## src/hdl/ncpc_pkg.sv

```systemverilog
// Shared types, widths and constant profile tables for the nearest-centroid
// profile classifier. No dependencies.
package ncpc_pkg;

    localparam int NUM_FEATURES = 6;
    localparam int ROM_ROWS     = 6;
    localparam int IDX_W        = 3;
    localparam int FEAT_W       = 16;
    localparam int VAL_W        = 18;
    localparam int SQ_W         = 2 * VAL_W;
    localparam int DIST_W       = 37;
    localparam int SQRT_W       = (DIST_W + 1) / 2;
    localparam int DEN_W        = SQRT_W + 1;
    localparam int NUM_W        = 33;
    localparam int QUO_W        = 17;
    localparam int CONF_W       = 16;

    // crest scaling: floor((16c + 3) / 6) as a reciprocal multiply
    localparam int CREST_X_W    = FEAT_W + 4;
    localparam int CREST_P_W    = 2 * CREST_X_W;
    localparam int CREST_SHIFT  = 22;
    localparam logic [CREST_X_W-1:0] CREST_RECIP = CREST_X_W'(699051);
    localparam logic [CREST_X_W-1:0] CREST_BIAS  = CREST_X_W'(3);
    localparam int CREST_IDX    = 2;

    localparam logic [DEN_W-1:0] DEN_BASE = DEN_W'(65536);
    localparam logic [CONF_W-1:0] CONF_MAX = '1;

    typedef logic [NUM_FEATURES-1:0][FEAT_W-1:0] feat_vec_t;

    typedef struct packed {
        logic             valid;
        logic [IDX_W-1:0] idx;
    } item_tag_t;

    typedef struct packed {
        logic [7:0]        spread;
        logic [7:0]        hrtf;
        logic signed [10:0] tilt;
        logic [7:0]        dyn;
        logic [7:0]        amb;
    } profile_attr_t;

    localparam logic [FEAT_W-1:0] CENTROID [ROM_ROWS][NUM_FEATURES] = '{
        '{16'd22282, 16'd11796, 16'd36045, 16'd40632, 16'd29491, 16'd45875},
        '{16'd26214, 16'd7864,  16'd29491, 16'd22938, 16'd22938, 16'd42598},
        '{16'd23593, 16'd14418, 16'd26214, 16'd39322, 16'd36045, 16'd49152},
        '{16'd21627, 16'd13107, 16'd11796, 16'd29491, 16'd26214, 16'd55706},
        '{16'd19661, 16'd10486, 16'd40632, 16'd36045, 16'd32768, 16'd36045},
        '{16'd29491, 16'd17039, 16'd14418, 16'd32768, 16'd39322, 16'd58982}
    };

    localparam profile_attr_t PROFILE_ATTR [ROM_ROWS] = '{
        '{8'd205, 8'd179, -11'sd256, 8'd230, 8'd141},
        '{8'd115, 8'd115, -11'sd512, 8'd205, 8'd102},
        '{8'd192, 8'd154,  11'sd256, 8'd179, 8'd154},
        '{8'd102, 8'd102,  11'sd128, 8'd102, 8'd77},
        '{8'd179, 8'd192, -11'sd128, 8'd243, 8'd179},
        '{8'd141, 8'd128,  11'sd384, 8'd128, 8'd90}
    };

endpackage

```

## src/hdl/ncpc_sqrt.sv

```systemverilog
// Pipelined integer square root, one root bit per stage.
// Depends on ncpc_pkg.
module ncpc_sqrt (
    input  logic                          aclk,
    input  logic                          aresetn,
    input  logic                          en,
    input  ncpc_pkg::item_tag_t           in_tag,
    input  logic [ncpc_pkg::DIST_W-1:0]   in_val,
    output ncpc_pkg::item_tag_t           out_tag,
    output logic [ncpc_pkg::SQRT_W-1:0]   out_root
);

    localparam int S = ncpc_pkg::SQRT_W;

    ncpc_pkg::item_tag_t tag_reg  [S+1];
    logic [2*S-1:0]      x_reg    [S+1];
    logic [S+1:0]        rem_reg  [S+1];
    logic [S-1:0]        root_reg [S+1];

    always_ff @(posedge aclk) begin
        if (!aresetn) begin
            tag_reg[0].valid <= 1'b0;
        end else if (en) begin
            tag_reg[0].valid <= in_tag.valid;
        end
    end

    always_ff @(posedge aclk) begin
        if (en) begin
            tag_reg[0].idx <= in_tag.idx;
            x_reg[0]       <= (2*S)'(in_val);
            rem_reg[0]     <= '0;
            root_reg[0]    <= '0;
        end
    end

    for (genvar i = 0; i < S; i++) begin : g_stage
        logic [S+1:0] rem_sh;
        logic [S+1:0] trial;

        assign rem_sh = {rem_reg[i][S-1:0], x_reg[i][2*S-1 -: 2]};
        assign trial  = {root_reg[i], 2'b01};

        always_ff @(posedge aclk) begin
            if (!aresetn) begin
                tag_reg[i+1].valid <= 1'b0;
            end else if (en) begin
                tag_reg[i+1].valid <= tag_reg[i].valid;
            end
        end

        always_ff @(posedge aclk) begin
            if (en) begin
                tag_reg[i+1].idx <= tag_reg[i].idx;
                x_reg[i+1]       <= {x_reg[i][2*S-3:0], 2'b00};
                if (rem_sh >= trial) begin
                    rem_reg[i+1]  <= rem_sh - trial;
                    root_reg[i+1] <= {root_reg[i][S-2:0], 1'b1};
                end else begin
                    rem_reg[i+1]  <= rem_sh;
                    root_reg[i+1] <= {root_reg[i][S-2:0], 1'b0};
                end
            end
        end
    end

    assign out_tag  = tag_reg[S];
    assign out_root = root_reg[S];

endmodule

```

## config.mk

```make
export PLATFORM = sky130hd
export DESIGN_NAME = ncpc_sqrt
export DESIGN_NICKNAME = d
export VERILOG_FILES = /design/src/hdl/ncpc_pkg.sv /design/src/hdl/ncpc_sqrt.sv
export SDC_FILE = /design/constraint.sdc
export NUM_CORES = 1
export LEC_CHECK = 0
export ABC_CLOCK_PERIOD_IN_PS = 4000
export CAP_MARGIN = 20
export CORE_MARGIN = 3
export CORE_UTILIZATION = 65
export DETAILED_ROUTE_END_ITERATION = 10
export DONT_BUFFER_PORTS = 1
export GPL_TIMING_DRIVEN = 0
export PLACE_DENSITY = 0.81
export SLEW_MARGIN = 10
export SYNTH_ARGS = -nofsm -noshare
export SYNTH_HDL_FRONTEND = slang
export SYNTH_SLANG_ARGS = --single-unit
```

## constraint.sdc

```tcl
create_clock -name aclk -period 4 [get_ports aclk]
set_input_delay 0.2 -clock aclk [delete_from_list [all_inputs] [get_ports aclk]]
set_output_delay 0.2 -clock aclk [all_outputs]
set_load 0.02 [all_outputs]
```

Yosys cells after proc, flatten, opt, wreduce, memory -nomap -nowiden
Memory sizes are Yosys's and may differ from the RTL's.
Index checks and enable logic that the tools add are counted.
{"block": "word_totals", "mem_count": 4, "wordCells": 277, "register_bits": 0, "out_inout_bits": 23, "ram_bits": 1640, "inputBits": 44}
{"memory": "x_reg", "depth": 20, "width": 38, "read_ports": 19, "rd_ports_with_merged_regs": 0, "write_ports": 20, "line_no": "ncpc_sqrt.sv:16", "rtl": "logic [2*S-1:0] x_reg [S+1];"}
{"memory": "rem_reg", "depth": 20, "width": 21, "read_ports": 19, "rd_ports_with_merged_regs": 0, "write_ports": 20, "line_no": "ncpc_sqrt.sv:17", "rtl": "logic [S+1:0] rem_reg [S+1];"}
{"memory": "root_reg", "depth": 20, "width": 19, "read_ports": 20, "rd_ports_with_merged_regs": 0, "write_ports": 20, "line_no": "ncpc_sqrt.sv:18", "rtl": "logic [S-1:0] root_reg [S+1];"}
{"memory": "tag_reg", "depth": 20, "width": 4, "read_ports": 20, "rd_ports_with_merged_regs": 0, "write_ports": 20, "line_no": "ncpc_sqrt.sv:15", "rtl": "ncpc_pkg::item_tag_t tag_reg [S+1];"}
{"block": "op_classes", "n_mux": 177, "n_bitwise": 58, "n_addsub": 19, "order_cmp": 19}
{"cell": ">= comparator 21 bit", "n": 19}
{"cell": "two-way mux 21 bit", "n": 19}
{"cell": "subtractor 21 bit", "n": 19}
{"cell": "two-way mux 19 bit", "n": 19}
{"cell": "two-way mux 1 bit", "n": 139}
{"cell": "OR 1 bit", "n": 58}

Logic depth before layout (Yosys ltp)
Gate-level depths: netlist of the first run.
An unclocked memory read counts as a cell.
{"block": "logic_depth", "depth_word": 6, "depth_mapped": 13, "depth_no_buf": 10}

Worst setup path after synthesis of the first run
No wires, ideal clock.
{"block": "synth_path", "kind": "register to register", "from": "memory rem_reg[6][6] (netlist name)", "to": "memory rem_reg[6][34] (netlist name) (data pin)", "arrival_ps": 2454, "path_stages_with_launch": 10, "required_time_ps": 3733, "synth_period_minus_slack_ps": 2720, "setup_slack_ps": 1280, "setup_time_ps": 267, "n_path_buf": 2, "path_cell_list": "edfxtp_1 -> ha_1 -> clkbuf_1 -> nand2_1 -> o21bai_1 -> a2111oi_0 -> a21oi_1 -> a211oi_2 -> clkbuf_1 -> a21oi_1"}
{"item": "start, declared", "line_no": "ncpc_sqrt.sv:17"}

==> results of run 1 <==
## cell families (layout without fill, tap and decap cells)
| family | count (synthesis) | in the layout | synth area share, % |
|---|---|---|---|
| buf+inv | 328 | 551 | 2.89 |
| fa+ha+maj | 209 | 209 | 6.08 |
| xor+xnor | 233 | 233 | 4.74 |
| compound gates | 593 | 593 | 8.53 |
| flops | 964 | 964 | 67.2 |
| simple gates | 813 | 813 | 9.83 |
| mux | 28 | 28 | 0.707 |
## per-stage QoR
stage	hold slack [ns]	instances	setup WS (ns)	cell area, sq um
after floorplan	0.299	3168	1.28	43000
after global placement	0.299	4023	-0.279	44100
after detailed placement	0.299	4031	-0.357	44200
after CTS	-0.352	4244	0.279	47600
after global routing	-0.366	4246	0.134	47600
final	-0.341	4246	0.209	47600
## routing by layer
layer	vias up	share of wire, %	track usage, %
met5	-	0	0
met4	0	3.4	8.69
met3	248	5.5	3.50
met2	955	50	40.9
met1	12500	41	32.1
li1	12100	-	-
## worst max-delay path, delay by kind of cell
| kind | cells | cell delay (ns) |
|---|---|---|
| buf+inv | 4 | 2.88 |
| simple gates | 1 | 0.76 |
## final cells by class
class / count / area (sq um)
Clock buffer: 112 / 2460
Fill cell: 3964 / 17300
Buffer: 76 / 308
Multi-Input combinational cell: 1876 / 12900
Clock inverter: 58 / 513
Tap cell: 855 / 1070
Sequential cell: 964 / 28900
Timing Repair Buffer: 53 / 556
Inverter: 252 / 946
## worst max-delay path by stage
| stage | start | to | cells past startpoint |
|---|---|---|---|
| CTS | en | tag_reg[0][3]$_DFFE_PP_ | 5 |
| detailed placement | en | tag_reg[5][3]$_DFFE_PP_ | 5 |
| global route | en | tag_reg[0][3]$_DFFE_PP_ | 5 |
| finish | en | tag_reg[17][3]$_DFFE_PP_ | 5 |
| floorplan | rem_reg[6][6]$_DFFE_PP_ | rem_reg[6][34]$_DFFE_PP_ | 9 |
| global placement | en | rem_reg[8][0]$_DFFE_PP_ | 4 |
## cells in the final DEF, fill, tap and decap left out, types with 20 or more instances in the layout
master	n
nor3_1	67
clkbuf_16	95
o21ai_0	101
and3_1	33
ha_1	209
nand3_1	57
xnor2_1	111
nor2_1	169
inv_1	247
xor2_1	122
a21o_1	46
a211oi_1	20
o21ai_1	100
dlygate4sd3_1	43
edfxtp_1	962
a21oi_1	145
nand4_1	26
clkinv_2	23
or3_1	43
nand2b_1	43
nor2b_1	33
o21a_1	53
and2_1	22
nor4_1	39
clkbuf_1	71
nand2_1	190
## power by group
part | internal [uW] | leakage [uW] | switching (uW)
logic | 1620 | 0.00726 | 2200
clock network | 4700 | 0.00145 | 3760
registers | 12400 | 0.00931 | 622
total | 18800 | 0.0180 | 6580
==> flow_summary.yaml, run 1 <==
setup_path:
  crit_chain: "clkbuf_1 > clkbuf_1 > buf_1 > clkbuf_1 > nand2b_1"
  critPathCaptureType: "register"
  cp-start-kind: "input pin"
  cp_max_fo: 445
  worst-setup-path-type: "input pin to register"
  cp_slowest_cell: "clkbuf_1"
  r2r_cells: 9
  cpMostUsedCell: "clkbuf_1"
  reg2reg_to: "rem_reg[9][17]$_DFFE_PP_"
  cp_slowest_stage_delay_ns: 0.89
  r2r_slack_ns: 0.46
  cp.arrival_ns: 4.06
  rr_startpoint: "rem_reg[8][22]$_DFFE_PP_"
  cp.required_ns: 4.27
yosys:
  yosys_register_bits: 964
  yosys.area.top_type: "edfxtp_1"
  yosys.cell_count.top_type: "edfxtp_1"
  yosys.area.top_type_share_pct: 67.1
  synth_flop_cell: "edfxtp_1"
  synth_common_cells: "edfxtp_1 (962), inv_1 (247), ha_1 (209)"
  synth_seq_area_share_pct: 67.2
  synth.distinct_cells: 86
  syn_nets: 3421
  synth_edf_count: 962
  yosysWarnings: 0
  synth_area_leaders: "edfxtp_1 (67%), ha_1 (6.1%), xor2_1 (2.5%)"
  synth-async-reset-ratio_pct: 0
  netlist_instances: 3168
  avgSynthCellArea_sq_um: 13.6
  netlist_area_sq_um: 43000
layout:
  fin_util_pct: 73.4
  largest_reg_flops: 379
  num-nets-final: 3570
  area_growth_pct: 10.7
  diodes: 0
  drive_gt1_share_pct: 6.07
clock_network:
  cts.sinks: 964
  cts_tree: "done"
  clk_pin_slew_ns: 0.06
  clk_path_buf_depth: 3
  ctsHtreeMaxLevel: 3
  cts_buffers: 94
  root_buffer: "clkbuf_16"
  clkLatencyLatePin_ns: 0.66
  cts_resized: 0
  ctsHoldBuffers: 43
  post-cts-setup-buffer-count: 0
hold_path:
  min_from: "en"
  worst_hold_path_type: "input pin to register"
  min_path_cells: 0
  hold_end: "x_reg[0][0]$_DFFE_PP_"
global_routing:
  grt_max_degree: 446
  grt_use_total_pct: 24.1
  grt_pass1_wl_mm: 135
  grt_pass1_vias: 25800
  grt-ovfl-total: 0
  antenna_found_initial: 0
sta:
  max_freq_ghz: 0.264
  slew_violations: 0
  hold_violations: 236
  relSlewSlack_pct: 23.0
  tns_ns: 0
  setup_viol: 0
  rsz0062_at_grt: "no"
  clock_skew_ns: 0.0501
  worst_slew_pin_slew_ns: 1.15
  hold_ws_ns: -0.341
  finalCritPeriodShare_pct: 94.8
  period_needed_ns: 3.79
floorplanning:
  dieArea_sq_um: 69300
  start_util_pct: 66.3
  num_rows: 93
  die_y_um: 263
  core_sq_um: 64900
  io_pins: 67
  dieWidth_um: 263
run_status:
  failed_checks: "hold timing"
  outcome: "finished with violations"
place:
  hpwl_mm: 56.1
  portBuffers: 0
  gp_congestion: 0.958
route:
  drtPass1Iterations: 8
  finalWirelength_mm: 83.5
  num_vias: 25800
  wl_per_cell_um: 19.7
  ant_nets: 0
  drc: 0
  drt_first_iter_violations: 2317
  avgViaCountPerCell: 6.07
flow_run:
  drv_cap: 0
pwr:
  power_uw: 25400
  p_per_area_nw_per_um2: 532
  cellLeakagePower_uw: 0.0180
  ir_drop_mv: 0.438
Note: power is estimated with default switching activity, not from simulation.
==> run 2, diff against run 1 <==
--- a/config.mk
+++ b/config.mk
@@ -6,7 +6,8 @@
 export NUM_CORES = 1
 export LEC_CHECK = 0
 export ABC_CLOCK_PERIOD_IN_PS = 4000
-export CAP_MARGIN = 20
+export CAP_MARGIN = 10
+export CORE_ASPECT_RATIO = 1.1
 export CORE_MARGIN = 3
 export CORE_UTILIZATION = 65
 export DETAILED_ROUTE_END_ITERATION = 10
==> constraint.sdc (replaced) <==
create_clock -name aclk -period 4 [get_ports aclk]
set_input_delay 0 -clock aclk [delete_from_list [all_inputs] [get_ports aclk]]
set_output_delay 0 -clock aclk [all_outputs]
set_load 0.02 [all_outputs]
==> flow_summary.yaml, run 2 (same netlist as run 1, synthesis figures left out) <==
layout:
  final_area_sq_um: 48200
  drive_gt1_share_pct: 5.94
  finalNonFillerCells: 4267
  area_growth_pct: 12.0
  final_common_cell: "edfxtp_1"
  nFillCells: 3939
  largest_reg_flops: 379
  most-common-layout-cells: "edfxtp_1 (962), inv_1 (247), ha_1 (209)"
  diodes: 0
  num-nets-final: 3598
  regArea_sq_um: 28900
  multi_input_area_sq_um: 12900
sta:
  setup_viol: 0
  finalCritPeriodShare_pct: 90.6
  hold_ws_ns: -0.537
  hold_violations: 439
  period_needed_ns: 3.62
  worst_slew_pin_slew_ns: 1.21
  clock_skew_ns: 0.0297
  tns_ns: 0
  rsz0062_at_grt: "no"
  relSlewSlack_pct: 19.4
  max_freq_ghz: 0.276
  slew_violations: 0
route:
  num_vias: 25800
  avgViaCountPerCell: 6.04
  wl_per_cell_um: 20.0
  drtPass1Iterations: 5
  drt_first_iter_violations: 1968
  finalWirelength_mm: 85.1
  drc: 0
  ant_nets: 0
clock_network:
  cts.sinks: 964
  post-cts-setup-buffer-count: 0
  clkLatencyLatePin_ns: 0.65
  cts_buffers: 93
  ctsHtreeMaxLevel: 3
  cts_tree: "done"
  cts_resized: 0
  clk_pin_slew_ns: 0.06
  root_buffer: "clkbuf_16"
  ctsHoldBuffers: 80
  clk_path_buf_depth: 3
setup_path:
  cp_max_fo: 445
  r2r_slack_ns: 0.45
  rr_startpoint: "root_reg[4][21]$_DFFE_PP_"
  worst-setup-path-type: "input pin to register"
  cp-start-kind: "input pin"
  cp.arrival_ns: 3.90
  cp.required_ns: 4.28
  r2r_cells: 10
  critPathCaptureType: "register"
  reg2reg_to: "rem_reg[9][9]$_DFFE_PP_"
pwr:
  ir_drop_mv: 0.832
  p_int_uw: 19500
  cellLeakagePower_uw: 0.0182
  switchingPower_uw: 6620
  p_clk_share_pct: 35.2
  p_per_area_nw_per_um2: 542
  power_frac_seq_pct: 50.1
  p_comb_share_pct: 14.7
  p_sw_share_pct: 25.3
  power_uw: 26100
run_status:
  outcome: "finished with violations"
  failed_checks: "hold timing"
place:
  hpwl_mm: 56.4
  gp_congestion: 0.915
  portBuffers: 0
  place_inst: 4020
  dpl_cell_area_sq_um: 44100
floorplanning:
  dieArea_sq_um: 69300
  die_y_um: 276
  core_sq_um: 65200
  start_util_pct: 66.0
  io_pins: 67
  num_rows: 98
  dieWidth_um: 251
global_routing:
  grt_pass1_wl_mm: 134
  grt-ovfl-total: 0
  grt_pass1_vias: 26000
  grt_use_total_pct: 24.6
  antenna_found_initial: 2
  grt_max_degree: 446
hold_path:
  min_from: "en"
  worst_hold_path_type: "input pin to register"
  hold_end: "x_reg[0][32]$_DFFE_PP_"
  min_path_cells: 0
flow_run:
  drv_cap: 0
[run 2: cell types whose count changed in the layout (fill, tap and decap cells not counted)]
cell           before  now
buf_6               8    1
buf_8               1    0
bufinv_16           4   16
clkbuf_1           71   66
clkbuf_16          95   94
clkbuf_2            8   14
clkbuf_8            2    0
clkinv_1           14   11
clkinv_2           23   10
clkinvlp_4          5    8
dlygate4sd3_1      43   80
inv_16              1    2
inv_6               4    2
inv_8               0    1
[run 2: critical path, stage by stage]
cell and delay (ns):
clkbuf_1 0.92, clkbuf_1 0.68, buf_1 0.82, clkbuf_1 0.52
nand2b_1 0.77
[run 2: layout make-up]
| type | instances | share of cell area [%] |
|---|---|---|
| buffer | 76 | 0.654 |
| clock buffer | 110 | 5.01 |
| clock inverter | 57 | 1.73 |
| inverter | 252 | 1.96 |
| multi-input combinational | 1876 | 26.7 |
| sequential | 964 | 60.0 |
| tap | 850 | 2.21 |
| timing repair buffer | 82 | 1.73 |
[run 2: metrics by stage]
step,hold WS [ns],utilization (%),setup WS [ns]
2_1_floorplan,0.0989,-,1.28
3_3_place_gp,0.0989,67.6,-0.173
3_5_place_dp,0.0989,67.7,-0.328
4_1_cts,-0.558,73.9,0.394
5_1_grt,-0.570,73.9,0.269
6_report,-0.537,73.9,0.377
[run 2: how the worst max path moves through the flow]
stage / from / cells past startpoint / end
2_1_floorplan: rem_reg[6][6]$_DFFE_PP_ / 9 / rem_reg[6][34]$_DFFE_PP_
6_report: en / 5 / tag_reg[1][3]$_DFFE_PP_
4_1_cts: en / 5 / tag_reg[9][3]$_DFFE_PP_
3_5_place_dp: en / 5 / tag_reg[1][3]$_DFFE_PP_
3_3_place_gp: en / 4 / rem_reg[8][1]$_DFFE_PP_
5_1_grt: rem_reg[8][29]$_DFFE_PP_ / 10 / rem_reg[9][5]$_DFFE_PP_
[run 2: metal layers]
metal | wire length [um] | global-route usage (%)
met2 | 43600 | 43.9
met3 | 4490 | 4.15
met1 | 34200 | 30.5
met4 | 2810 | 9.09
met5 | 0 | 0
[run 2: power groups by stage]
stage | combinational (uW) | clock (uW) | sequential, uW
after detailed placement | 3680 | 0 | 13300
after global routing | 4270 | 9730 | 13200
after CTS | 3780 | 9350 | 13100
after global placement | 3520 | 0 | 13200
final | 3830 | 9200 | 13100
after floorplan | 2890 | 0 | 13000
