[src/hdl/ncpc_pkg.sv]
// Shared types, widths and constant profile tables for the nearest-centroid
// profile classifier. No dependencies.
package ncpc_pkg;

    localparam int NUM_FEATURES = 6;
    localparam int ROM_ROWS     = 6;
    localparam int IDX_W        = 3;
    localparam int FEAT_W       = 16;
    localparam int VAL_W        = 18;
    localparam int SQ_W         = 2 * VAL_W;
    localparam int DIST_W       = 37;
    localparam int SQRT_W       = (DIST_W + 1) / 2;
    localparam int DEN_W        = SQRT_W + 1;
    localparam int NUM_W        = 33;
    localparam int QUO_W        = 17;
    localparam int CONF_W       = 16;

    // crest scaling: floor((16c + 3) / 6) as a reciprocal multiply
    localparam int CREST_X_W    = FEAT_W + 4;
    localparam int CREST_P_W    = 2 * CREST_X_W;
    localparam int CREST_SHIFT  = 22;
    localparam logic [CREST_X_W-1:0] CREST_RECIP = CREST_X_W'(699051);
    localparam logic [CREST_X_W-1:0] CREST_BIAS  = CREST_X_W'(3);
    localparam int CREST_IDX    = 2;

    localparam logic [DEN_W-1:0] DEN_BASE = DEN_W'(65536);
    localparam logic [CONF_W-1:0] CONF_MAX = '1;

    typedef logic [NUM_FEATURES-1:0][FEAT_W-1:0] feat_vec_t;

    typedef struct packed {
        logic             valid;
        logic [IDX_W-1:0] idx;
    } item_tag_t;

    typedef struct packed {
        logic [7:0]        spread;
        logic [7:0]        hrtf;
        logic signed [10:0] tilt;
        logic [7:0]        dyn;
        logic [7:0]        amb;
    } profile_attr_t;

    localparam logic [FEAT_W-1:0] CENTROID [ROM_ROWS][NUM_FEATURES] = '{
        '{16'd22282, 16'd11796, 16'd36045, 16'd40632, 16'd29491, 16'd45875},
        '{16'd26214, 16'd7864,  16'd29491, 16'd22938, 16'd22938, 16'd42598},
        '{16'd23593, 16'd14418, 16'd26214, 16'd39322, 16'd36045, 16'd49152},
        '{16'd21627, 16'd13107, 16'd11796, 16'd29491, 16'd26214, 16'd55706},
        '{16'd19661, 16'd10486, 16'd40632, 16'd36045, 16'd32768, 16'd36045},
        '{16'd29491, 16'd17039, 16'd14418, 16'd32768, 16'd39322, 16'd58982}
    };

    localparam profile_attr_t PROFILE_ATTR [ROM_ROWS] = '{
        '{8'd205, 8'd179, -11'sd256, 8'd230, 8'd141},
        '{8'd115, 8'd115, -11'sd512, 8'd205, 8'd102},
        '{8'd192, 8'd154,  11'sd256, 8'd179, 8'd154},
        '{8'd102, 8'd102,  11'sd128, 8'd102, 8'd77},
        '{8'd179, 8'd192, -11'sd128, 8'd243, 8'd179},
        '{8'd141, 8'd128,  11'sd384, 8'd128, 8'd90}
    };

endpackage

[src/hdl/ncpc_div.sv]
// Pipelined restoring divider for the confidence, round(2^32 / (65536 + s)),
// one quotient bit per stage. Depends on ncpc_pkg.
module ncpc_div (
    input  logic                          aclk,
    input  logic                          aresetn,
    input  logic                          en,
    input  ncpc_pkg::item_tag_t           in_tag,
    input  logic [ncpc_pkg::SQRT_W-1:0]   in_root,
    output ncpc_pkg::item_tag_t           out_tag,
    output logic [ncpc_pkg::QUO_W-1:0]    out_quot
);

    localparam int Q  = ncpc_pkg::QUO_W;
    localparam int DW = ncpc_pkg::DEN_W;
    localparam int NW = ncpc_pkg::NUM_W;

    logic [DW-1:0] den;
    logic [NW-1:0] num;

    ncpc_pkg::item_tag_t tag_reg [Q+1];
    logic [DW-1:0]       den_reg [Q+1];
    logic [DW:0]         rem_reg [Q+1];
    logic [Q-1:0]        lo_reg  [Q+1];
    logic [Q-1:0]        quo_reg [Q+1];

    assign den = DW'(in_root) + ncpc_pkg::DEN_BASE;
    assign num = {1'b1, {(NW-1){1'b0}}} + NW'(den >> 1);

    always_ff @(posedge aclk) begin
        if (!aresetn) begin
            tag_reg[0].valid <= 1'b0;
        end else if (en) begin
            tag_reg[0].valid <= in_tag.valid;
        end
    end

    always_ff @(posedge aclk) begin
        if (en) begin
            tag_reg[0].idx <= in_tag.idx;
            den_reg[0]     <= den;
            rem_reg[0]     <= (DW+1)'(num[NW-1:Q]);
            lo_reg[0]      <= num[Q-1:0];
            quo_reg[0]     <= '0;
        end
    end

    for (genvar i = 0; i < Q; i++) begin : g_stage
        logic [DW:0] rem_sh;

        assign rem_sh = {rem_reg[i][DW-1:0], lo_reg[i][Q-1]};

        always_ff @(posedge aclk) begin
            if (!aresetn) begin
                tag_reg[i+1].valid <= 1'b0;
            end else if (en) begin
                tag_reg[i+1].valid <= tag_reg[i].valid;
            end
        end

        always_ff @(posedge aclk) begin
            if (en) begin
                tag_reg[i+1].idx <= tag_reg[i].idx;
                den_reg[i+1]     <= den_reg[i];
                lo_reg[i+1]      <= {lo_reg[i][Q-2:0], 1'b0};
                if (rem_sh >= {1'b0, den_reg[i]}) begin
                    rem_reg[i+1] <= rem_sh - {1'b0, den_reg[i]};
                    quo_reg[i+1] <= {quo_reg[i][Q-2:0], 1'b1};
                end else begin
                    rem_reg[i+1] <= rem_sh;
                    quo_reg[i+1] <= {quo_reg[i][Q-2:0], 1'b0};
                end
            end
        end
    end

    assign out_tag  = tag_reg[Q];
    assign out_quot = quo_reg[Q];

endmodule
[config.mk]
export PLATFORM = sky130hd
export DESIGN_NAME = ncpc_div
export DESIGN_NICKNAME = d
export VERILOG_FILES = /design/src/hdl/ncpc_pkg.sv /design/src/hdl/ncpc_div.sv
export SDC_FILE = /design/constraint.sdc
export NUM_CORES = 1
export LEC_CHECK = 0
export ABC_AREA = 0
export ABC_CLOCK_PERIOD_IN_PS = 3310
export CAP_MARGIN = 15
export CORE_MARGIN = 4
export CORE_UTILIZATION = 30
export CTS_CLUSTER_SIZE = 24
export DETAILED_ROUTE_END_ITERATION = 10
export DONT_BUFFER_PORTS = 1
export HOLD_SLACK_MARGIN = 0.05
export PLACE_DENSITY = 0.43
export SLEW_MARGIN = 20
export SYNTH_ARGS = -nofsm -noshare
export SYNTH_HDL_FRONTEND = slang
export SYNTH_SLANG_ARGS = --single-unit
[constraint.sdc]
create_clock -name aclk -period 3.31 [get_ports aclk]
set_input_delay 0.662 -clock aclk [delete_from_list [all_inputs] [get_ports aclk]]
set_output_delay 0.662 -clock aclk [all_outputs]
set_load 0.05 [all_outputs]
-- Yosys cells after proc, flatten, opt, wreduce, memory -nomap -nowiden
Memories as Yosys holds them, arrays and structs flattened.
Index checks and enable logic that the tools add are counted.
- register bits: 0
- bits in writable memories: 1422
- input bits: 26
- output and inout port bits: 21
- logic and storage cells: 252
- memories kept: 5
- $add $sub $neg: 19
- order comparisons: 17
- mux-type cells: 159
- bitwise operators: 52
- memories (name ; depth ; width ; read ports ; clocked after memory_dff ; wr ports ; line ; RTL):
    rem_reg ; 18 ; 21 ; 17 ; 0 ; 18 ; ncpc_div.sv:22 ; logic [DW:0] rem_reg [Q+1];
    den_reg ; 18 ; 20 ; 17 ; 0 ; 18 ; ncpc_div.sv:21 ; logic [DW-1:0] den_reg [Q+1];
    lo_reg ; 18 ; 17 ; 17 ; 0 ; 18 ; ncpc_div.sv:23 ; logic [Q-1:0] lo_reg [Q+1];
    quo_reg ; 18 ; 17 ; 18 ; 0 ; 18 ; ncpc_div.sv:24 ; logic [Q-1:0] quo_reg [Q+1];
    tag_reg ; 18 ; 4 ; 18 ; 0 ; 18 ; ncpc_div.sv:20 ; ncpc_pkg::item_tag_t tag_reg [Q+1];
- operator list (kind ; number):
    greater-or-equal comparator 21 x 20 -> 1 bit ; 17
    two-way mux 21 bit ; 17
    subtractor 21 x 20 -> 21 bit ; 17
    two-way mux 17 bit ; 17
    two-way mux 1 bit ; 125
    bitwise OR 1 bit ; 52
    adder 33 x 19 -> 33 bit (first input constant) ; 1
    adder 19 x 17 -> 20 bit (second input constant) ; 1

-- Logic depth before layout (Yosys ltp)
Gate-level depths: netlist of run 1.
An unclocked memory read counts as a cell.
- word-level depth: 6
- mapped depth: 12
- mapped depth without buffers: 11

-- Worst setup path before layout of run 1
No wires, ideal clock.
- kind: register to register
- start point: memory rem_reg[6][30] (netlist bit)
- end point: memory rem_reg[7][13] (netlist bit), data pin
- setup time: 262 ps
- data arrival time: 2695 ps
- required time: 3048 ps
- slack: 353 ps
- cell stages (with the launch flop): 12
- buffers on the path: 2
- period minus slack after synthesis: 2957 ps
- cell sequence: edfxtp_1 ha_1 clkbuf_1 nand2_1 nor3_2 inv_2 or4_1 o21ai_1 a2111oi_2 o41ai_4 buf_6 mux2_1
- RTL lines (item ; line):
    start, declared ; ncpc_div.sv:22

==> results_dict.tcl, run 1 <==
set metrics [dict create \
    status "completed" \
    place.port_buffers 0 \
    timing.fmax_ghz 0.3138 \
    ys_warn_count 0 \
    r2r_cells 10 \
    numCtsBuffers 107 \
    max_stage_delay_ns 0.38 \
    cp.depth 10 \
    syn_nets 4367 \
    antenna_found_initial 1 \
    yosysMostFrequentCell "edfxtp_1" \
    die-area_um2 164500 \
    syn_area_um2 47430 \
    async_flop_share_pct 0 \
    avgRoutedWirePerCell_um 18.09 \
    ioPinCount 47 \
    clock_path_buffers 3 \
    min_path_type "input pin to flop" \
    total_power_mw 48.81 \
    detail-route-antenna-nets 0 \
    largest_reg_flops 339 \
    clock-root-buffer "clkbuf_16" \
    synth.area.top_cells "edfxtp_1 56%, ha_1 8.5%, mux2_2 3.2%, inv_1 3.2%, a21oi_1 3.0%" \
    cts.sink_count 885 \
    drc 0 \
    nets 4535 \
    synth_top_area_cell "edfxtp_1" \
    critPathMaxFanout 14 \
    die_w_um 405.6 \
    worst-path-buf-inv 2 \
    drv_cap 0 \
    n_antenna_cell 0 \
    crit_family "compound AO/OA/AOI/OAI gates" \
    grt_max_degree 117 \
    startpoint_type "flop" \
    clkTransAtPathRegs_ns 0.06 \
    drt_wl_total_um 114300 \
    fillers 15693 \
    hpwl_um 82940 \
    cp.arrival_ns 3.63 \
    grt_pass1_vias 29841 \
    drt_pass1_iterations 7 \
    drtIter0Drc 1977 \
    rows 145 \
    slew_headroom_pct 51.53 \
    synth_top_area_share_pct 55.91 \
    period_needed_ns 3.187 \
    powerDensity_nw_per_um2 889.2 \
    setup.worst_path.class "flop to flop" \
    core_um2 156800 \
    htree_levels 3 \
    ys_top_cells_by_count "883 x edfxtp_1, 399 x inv_1, 324 x ha_1, 280 x a21oi_1, 244 x nor2_1" \
    via_per_inst 4.731 \
    synth_edf_count 883 \
    rsz0062_at_grt "no" \
    synth_flop_cell "edfxtp_1" \
    syn_area_per_cell_um2 11.85 \
    syn2layout_area_growth_pct 15.74 \
    endpoint_kind "flop" \
    fin_worst_skew_ns 0.03633 \
    ir_drop_v 0.0004233 \
    setup_violations 0 \
    grt_usage_pct 13.78 \
    critPathRequiredTime_ns 3.76 \
    yosysSeqAreaShare_pct 55.99 \
    place_congestion 0.8307 \
    worst_pin_slew_ns 0.7208 \
    syn_inst 4001 \
    hold_path_depth 1 \
    initial_utilization_pct 30.26 \
    finalCritPeriodShare_pct 96.28 \
    ys_types 80 \
    grt_pass1_wl_um 176500 \
    grt_overflow_total 0 \
    crit_chain "inv_1 > ha_1 > and3_1 > o311ai_1 > a21oi_1 > o211ai_1 > a311oi_2 > a21o_1 > buf_12 > mux2_2" \
    crit_slowest_cell "edfxtp_1" \
    slew_violations 0 \
    dp_worst_setup_slack_ns -1.992 \
    layout-drive-gt1-share_pct 12.02 \
    ys_seq_elements 885 \
    vias 29888 \
    setup_slack_ns 0.1233 \
    p_leak_nw 21.93 \
    tritoncts "built" \
    die_h_um 405.6 \
    hold_viol_final 0 \
    clkLatencyLatePin_ns 0.72 \
]
## worst reg2reg max path: stages, from the launching register on
cell and delay [ns]:
edfxtp_1 0.38, inv_1 0.11, ha_1 0.36, and3_1 0.29, o311ai_1 0.19, a21oi_1 0.29, o211ai_1 0.19, a311oi_2 0.34
a21o_1 0.27, buf_12 0.18, mux2_2 0.34
## routing by layer
layer | track usage, % | part of all wire [%]
met1 | 18.98 | 47
met2 | 22.71 | 47
met3 | 2.256 | 3.8
met4 | 3.270 | 2.1
met5 | 0 | 0
## power breakdown
group	internal (mW)	leakage (nW)	total [mW]	switching, mW
Clock	6.68	1.66	11.5	4.85
Combinational	9.23	11.6	19.7	10.5
Sequential	15.9	8.65	17.6	1.70
## placed cells by master, fill, tap and decap left out, types with 16 or more instances in the layout
cell type	instances
clkbuf_1	29
o21a_1	55
a21o_1	131
edfxtp_1	883
buf_4	136
mux2_2	134
a211oi_1	19
o211ai_1	20
xor2_1	105
and2_1	34
mux2i_1	27
nor3_1	45
nand2b_1	35
dlygate4sd3_1	22
or3_1	24
clkinv_1	16
xnor2_1	141
and3_1	58
a31oi_1	52
o21ai_0	189
clkinv_2	17
nor2b_1	54
nor2_1	244
o21bai_1	25
fa_1	16
a21oi_1	275
nand2_1	235
nand4_1	36
ha_1	322
mux2_1	17
clkbuf_16	109
nand3_1	71
inv_1	399
a21boi_0	20
## per-stage QoR
step,instances,util [%],hold WS (ns),TNS (ns),instance area [µm²]
CTS,6314,34.93,0.07578,0,54760
global placement,6087,32.46,0.4003,-764.79,50890
floorplan,4001,-,0.4003,0,47430
global route,6317,35.02,0.09595,0,54900
finish,6317,35.02,0.1675,0,54900
detailed placement,6088,32.48,0.4045,-607.86,50910
## kinds of logic after synthesis
kind of cell / Yosys count / synth area share, %
compound gates: 944 / 12.75
buf+inv: 527 / 4.437
flops: 885 / 55.99
simple gates: 881 / 8.898
fa+ha+maj: 340 / 9.223
mux: 178 / 4.155
xor+xnor: 246 / 4.543
## worst paths after layout
kind                             from  slack (ns)                       end
min reg2reg   quo_reg[7][2]$_DFFE_PP_        0.40  quo_reg[7][20]$_DFFE_PP_
min                       in_root[18]        0.17  den_reg[0][18]$_DFFE_PP_
max reg2reg  den_reg[10][7]$_DFFE_PP_        0.12  rem_reg[5][25]$_DFFE_PP_
max          den_reg[10][7]$_DFFE_PP_        0.12  rem_reg[5][25]$_DFFE_PP_
## cell type report
class                           instances  area (µm²)  area share [%]
Clock buffer                          142        2869           5.226
Sequential cell                       885       26560           48.37
Multi-Input combinational cell       2589       18910           34.44
Timing Repair Buffer                  186        1898           3.458
Clock inverter                         57       590.6           1.076
Inverter                              400        1501           2.735
Tap cell                             2058        2575           4.691
## timing repair
action | 4_1_cts | 5_1_grt
pin swaps | 0 | 4
endpoints found under the hold margin | 24 | 0
buffers inserted | 0 | 1
cloned | 5 | 2
hold buffers | 22 | 0
gates resized for setup | 0 | 26
setup endpoints to repair | 370 | 129
No activity file was read; power rests on OpenSTA's default activity.
==> inputs of run 2 (changes only) <==
--- a/config.mk
+++ b/config.mk
@@ -6,7 +6,7 @@
 export NUM_CORES = 1
 export LEC_CHECK = 0
 export ABC_AREA = 0
-export ABC_CLOCK_PERIOD_IN_PS = 3310
+export ABC_CLOCK_PERIOD_IN_PS = 2600
 export CAP_MARGIN = 15
 export CORE_MARGIN = 4
 export CORE_UTILIZATION = 30
@@ -14,7 +14,7 @@
 export DETAILED_ROUTE_END_ITERATION = 10
 export DONT_BUFFER_PORTS = 1
 export HOLD_SLACK_MARGIN = 0.05
-export PLACE_DENSITY = 0.43
+export PLACE_DENSITY = 0.44
 export SLEW_MARGIN = 20
 export SYNTH_ARGS = -nofsm -noshare
 export SYNTH_HDL_FRONTEND = slang
==> constraint.sdc (replaced) <==
create_clock -name aclk -period 2.6 [get_ports aclk]
set_input_delay 0.52 -clock aclk [delete_from_list [all_inputs] [get_ports aclk]]
set_output_delay 0.52 -clock aclk [all_outputs]
set_load 0.05 [all_outputs]
==> run 2 against run 1 <==
Against the previous run: the run now ends with setup timing left; critical path depth shrank 1; worst setup slack lost 0.48 ns; register-to-register slack lost 0.48 ns; die area is the same; final cell count grew 18%; sequential cell count is the same; largest cell class unchanged.
==> results_dict.tcl, run 2 (synthesis gave the netlist of run 1 again) <==
set metrics [dict create \
    die_h_um 405.6 \
    n_antenna_cell 0 \
    crit_slowest_cell "or4_1" \
    p_leak_nw 29.32 \
    antenna_found_initial 1 \
    ioPinCount 47 \
    cts.sink_count 885 \
    clkTransAtPathRegs_ns 0.06 \
    finalCritPeriodShare_pct 113.8 \
    clock-root-buffer "clkbuf_16" \
    critPathMaxFanout 5 \
    timing.fmax_ghz 0.3379 \
    reg2reg_to "rem_reg[7][6]$_DFFE_PP_" \
    slew_headroom_pct 48.08 \
    period_needed_ns 2.960 \
    critPathRequiredTime_ns 3.08 \
    crit_family "simple AND/OR/NAND/NOR gates" \
    min_path_type "input pin to flop" \
    drc 0 \
    worst_hold_slack_ns 0.1557 \
    ff2ff_setup_slack_ns -0.36 \
    endpoint_kind "flop" \
    hold_path_depth 2 \
    clkLatencyLatePin_ns 0.72 \
    layout_common_cells "1169 x buf_4, 883 x edfxtp_1, 348 x inv_1, 218 x ha_1, 207 x nor2_1" \
    status "complete, but fails checks" \
    setup_slack_ns -0.3596 \
    nets 5696 \
    core_um2 156800 \
    clock_path_buffers 3 \
    ir_drop_v 0.0006240 \
    drt_wl_total_um 133600 \
    crit_chain "ha_1 > nand4_1 > or4_1 > o21ai_2 > a2111oi_4 > o41ai_4 > buf_6 > clkbuf_16 > mux2_4" \
    max_stage_delay_ns 0.59 \
    grt_pass1_vias 35375 \
    grt_pass1_wl_um 201600 \
    finish.utilization_pct 44.16 \
    hold_viol_final 0 \
    detail-route-antenna-nets 0 \
    setup_violations 227 \
    fin_worst_skew_ns 0.05387 \
    total_power_mw 78.66 \
    worst_pin_slew_ns 0.7804 \
    drt_pass1_iterations 7 \
    rsz0062_at_grt "yes" \
    largest_reg_flops 339 \
    rows 145 \
    via_per_inst 4.676 \
    htree_levels 3 \
    layout_commonest_cell "buf_4" \
    die_w_um 405.6 \
    slew_violations 0 \
    vias 34964 \
    hpwl_um 90140 \
    hp-start "aresetn" \
    syn2layout_area_growth_pct 45.95 \
    r2r_start "rem_reg[6][36]$_DFFE_PP_" \
    grt_overflow_total 0 \
    r2r_cells 9 \
    tritoncts "built" \
    grt_usage_pct 15.70 \
    die-area_um2 164500 \
    grt_max_degree 116 \
    violations "setup timing" \
    startpoint_type "flop" \
    setup.worst_path.class "flop to flop" \
    drv_cap 0 \
    initial_utilization_pct 30.26 \
    avgRoutedWirePerCell_um 17.87 \
    layout-drive-gt1-share_pct 41.61 \
    powerDensity_nw_per_um2 1136 \
    setup.worst_path.start "rem_reg[6][36]$_DFFE_PP_" \
    numCtsBuffers 106 \
    min_to "tag_reg[14][3]$_DFFE_PP_" \
    place_congestion 0.8259 \
    worst-path-buf-inv 2 \
    drtIter0Drc 1685 \
    place.port_buffers 0 \
    cp.arrival_ns 3.44 \
]
-- run 2: how the worst max path moves through the flow --
stage	cells after the start	slack [ns]	endpoint
final	9	-0.36	rem_reg[7][6]$_DFFE_PP_
after global routing	10	-0.44	rem_reg[5][33]$_DFFE_PP_
after CTS	12	-0.44	rem_reg[7][7]$_DFFE_PP_
after detailed placement	10	-3.12	rem_reg[6][36]$_DFFE_PP_
after global placement	9	-2.95	rem_reg[6][23]$_DFFE_PP_
after floorplan	8	-0.13	rem_reg[2][33]$_DFFE_PP_
-- run 2: repair_timing --
item / in CTS / in global routing
pin swaps: 216 / 216
hold endpoints to repair: 46 / 0
buffers inserted: 191 / 115
hold buffers: 25 / 0
endpoints found under the setup margin: 791 / 329
cloned: 36 / 10
gates resized for setup: 557 / 477
-- run 2: worst register-to-register path, cell delays in order, from the launching register on --
cell       delay, ns
edfxtp_1        0.39
ha_1            0.45
nand4_1         0.21
or4_1           0.59
o21ai_2         0.13
a2111oi_4       0.08
o41ai_4         0.22
buf_6           0.20
clkbuf_16       0.17
mux2_4          0.29
-- run 2: metal layers --
metal / wire, µm / share of wire [%] / global-route usage [%] / vias up
li1: - / - / - / 17390
met1: 61550 / 46 / 20.86 / 16906
met2: 64200 / 48 / 26.63 / 510
met3: 4633 / 3.5 / 2.204 / 156
met4: 3218 / 2.4 / 4.617 / 2
met5: 13 / 0.0097 / 0 / -
-- run 2: layout make-up --
type,instances,area [µm²]
Fill cell,14704,87530
Clock inverter,71,877.1
Clock buffer,126,2749
Multi-Input combinational cell,2592,23320
Inverter,400,1504
Timing Repair Buffer,1345,11640
Sequential cell,885,26560
Tap cell,2058,2575
-- run 2: stage by stage --
step           std cells  setup WS (ns)   TNS, ns  instance area [µm²]
6_report            7477        -0.3596    -40.72                69220
3_5_place_dp        6937         -3.120  -1232.04                57800
3_3_place_gp        6936         -2.952  -1230.16                57780
2_1_floorplan       4001        -0.1283    -3.228                48070
5_1_grt             7477        -0.4400    -65.87                69220
4_1_cts             7380        -0.4445    -39.76                66510
-- run 2: power breakdown --
| part | total (mW) | internal (mW) | switching, mW | leakage, nW |
|---|---|---|---|---|
| logic | 40.6 | 22.5 | 18.2 | 18.9 |
| clock network | 15.5 | 9.26 | 6.19 | 1.76 |
| registers | 22.6 | 20.2 | 2.37 | 8.65 |
| total | 78.7 | 51.9 | 26.7 | 29.3 |
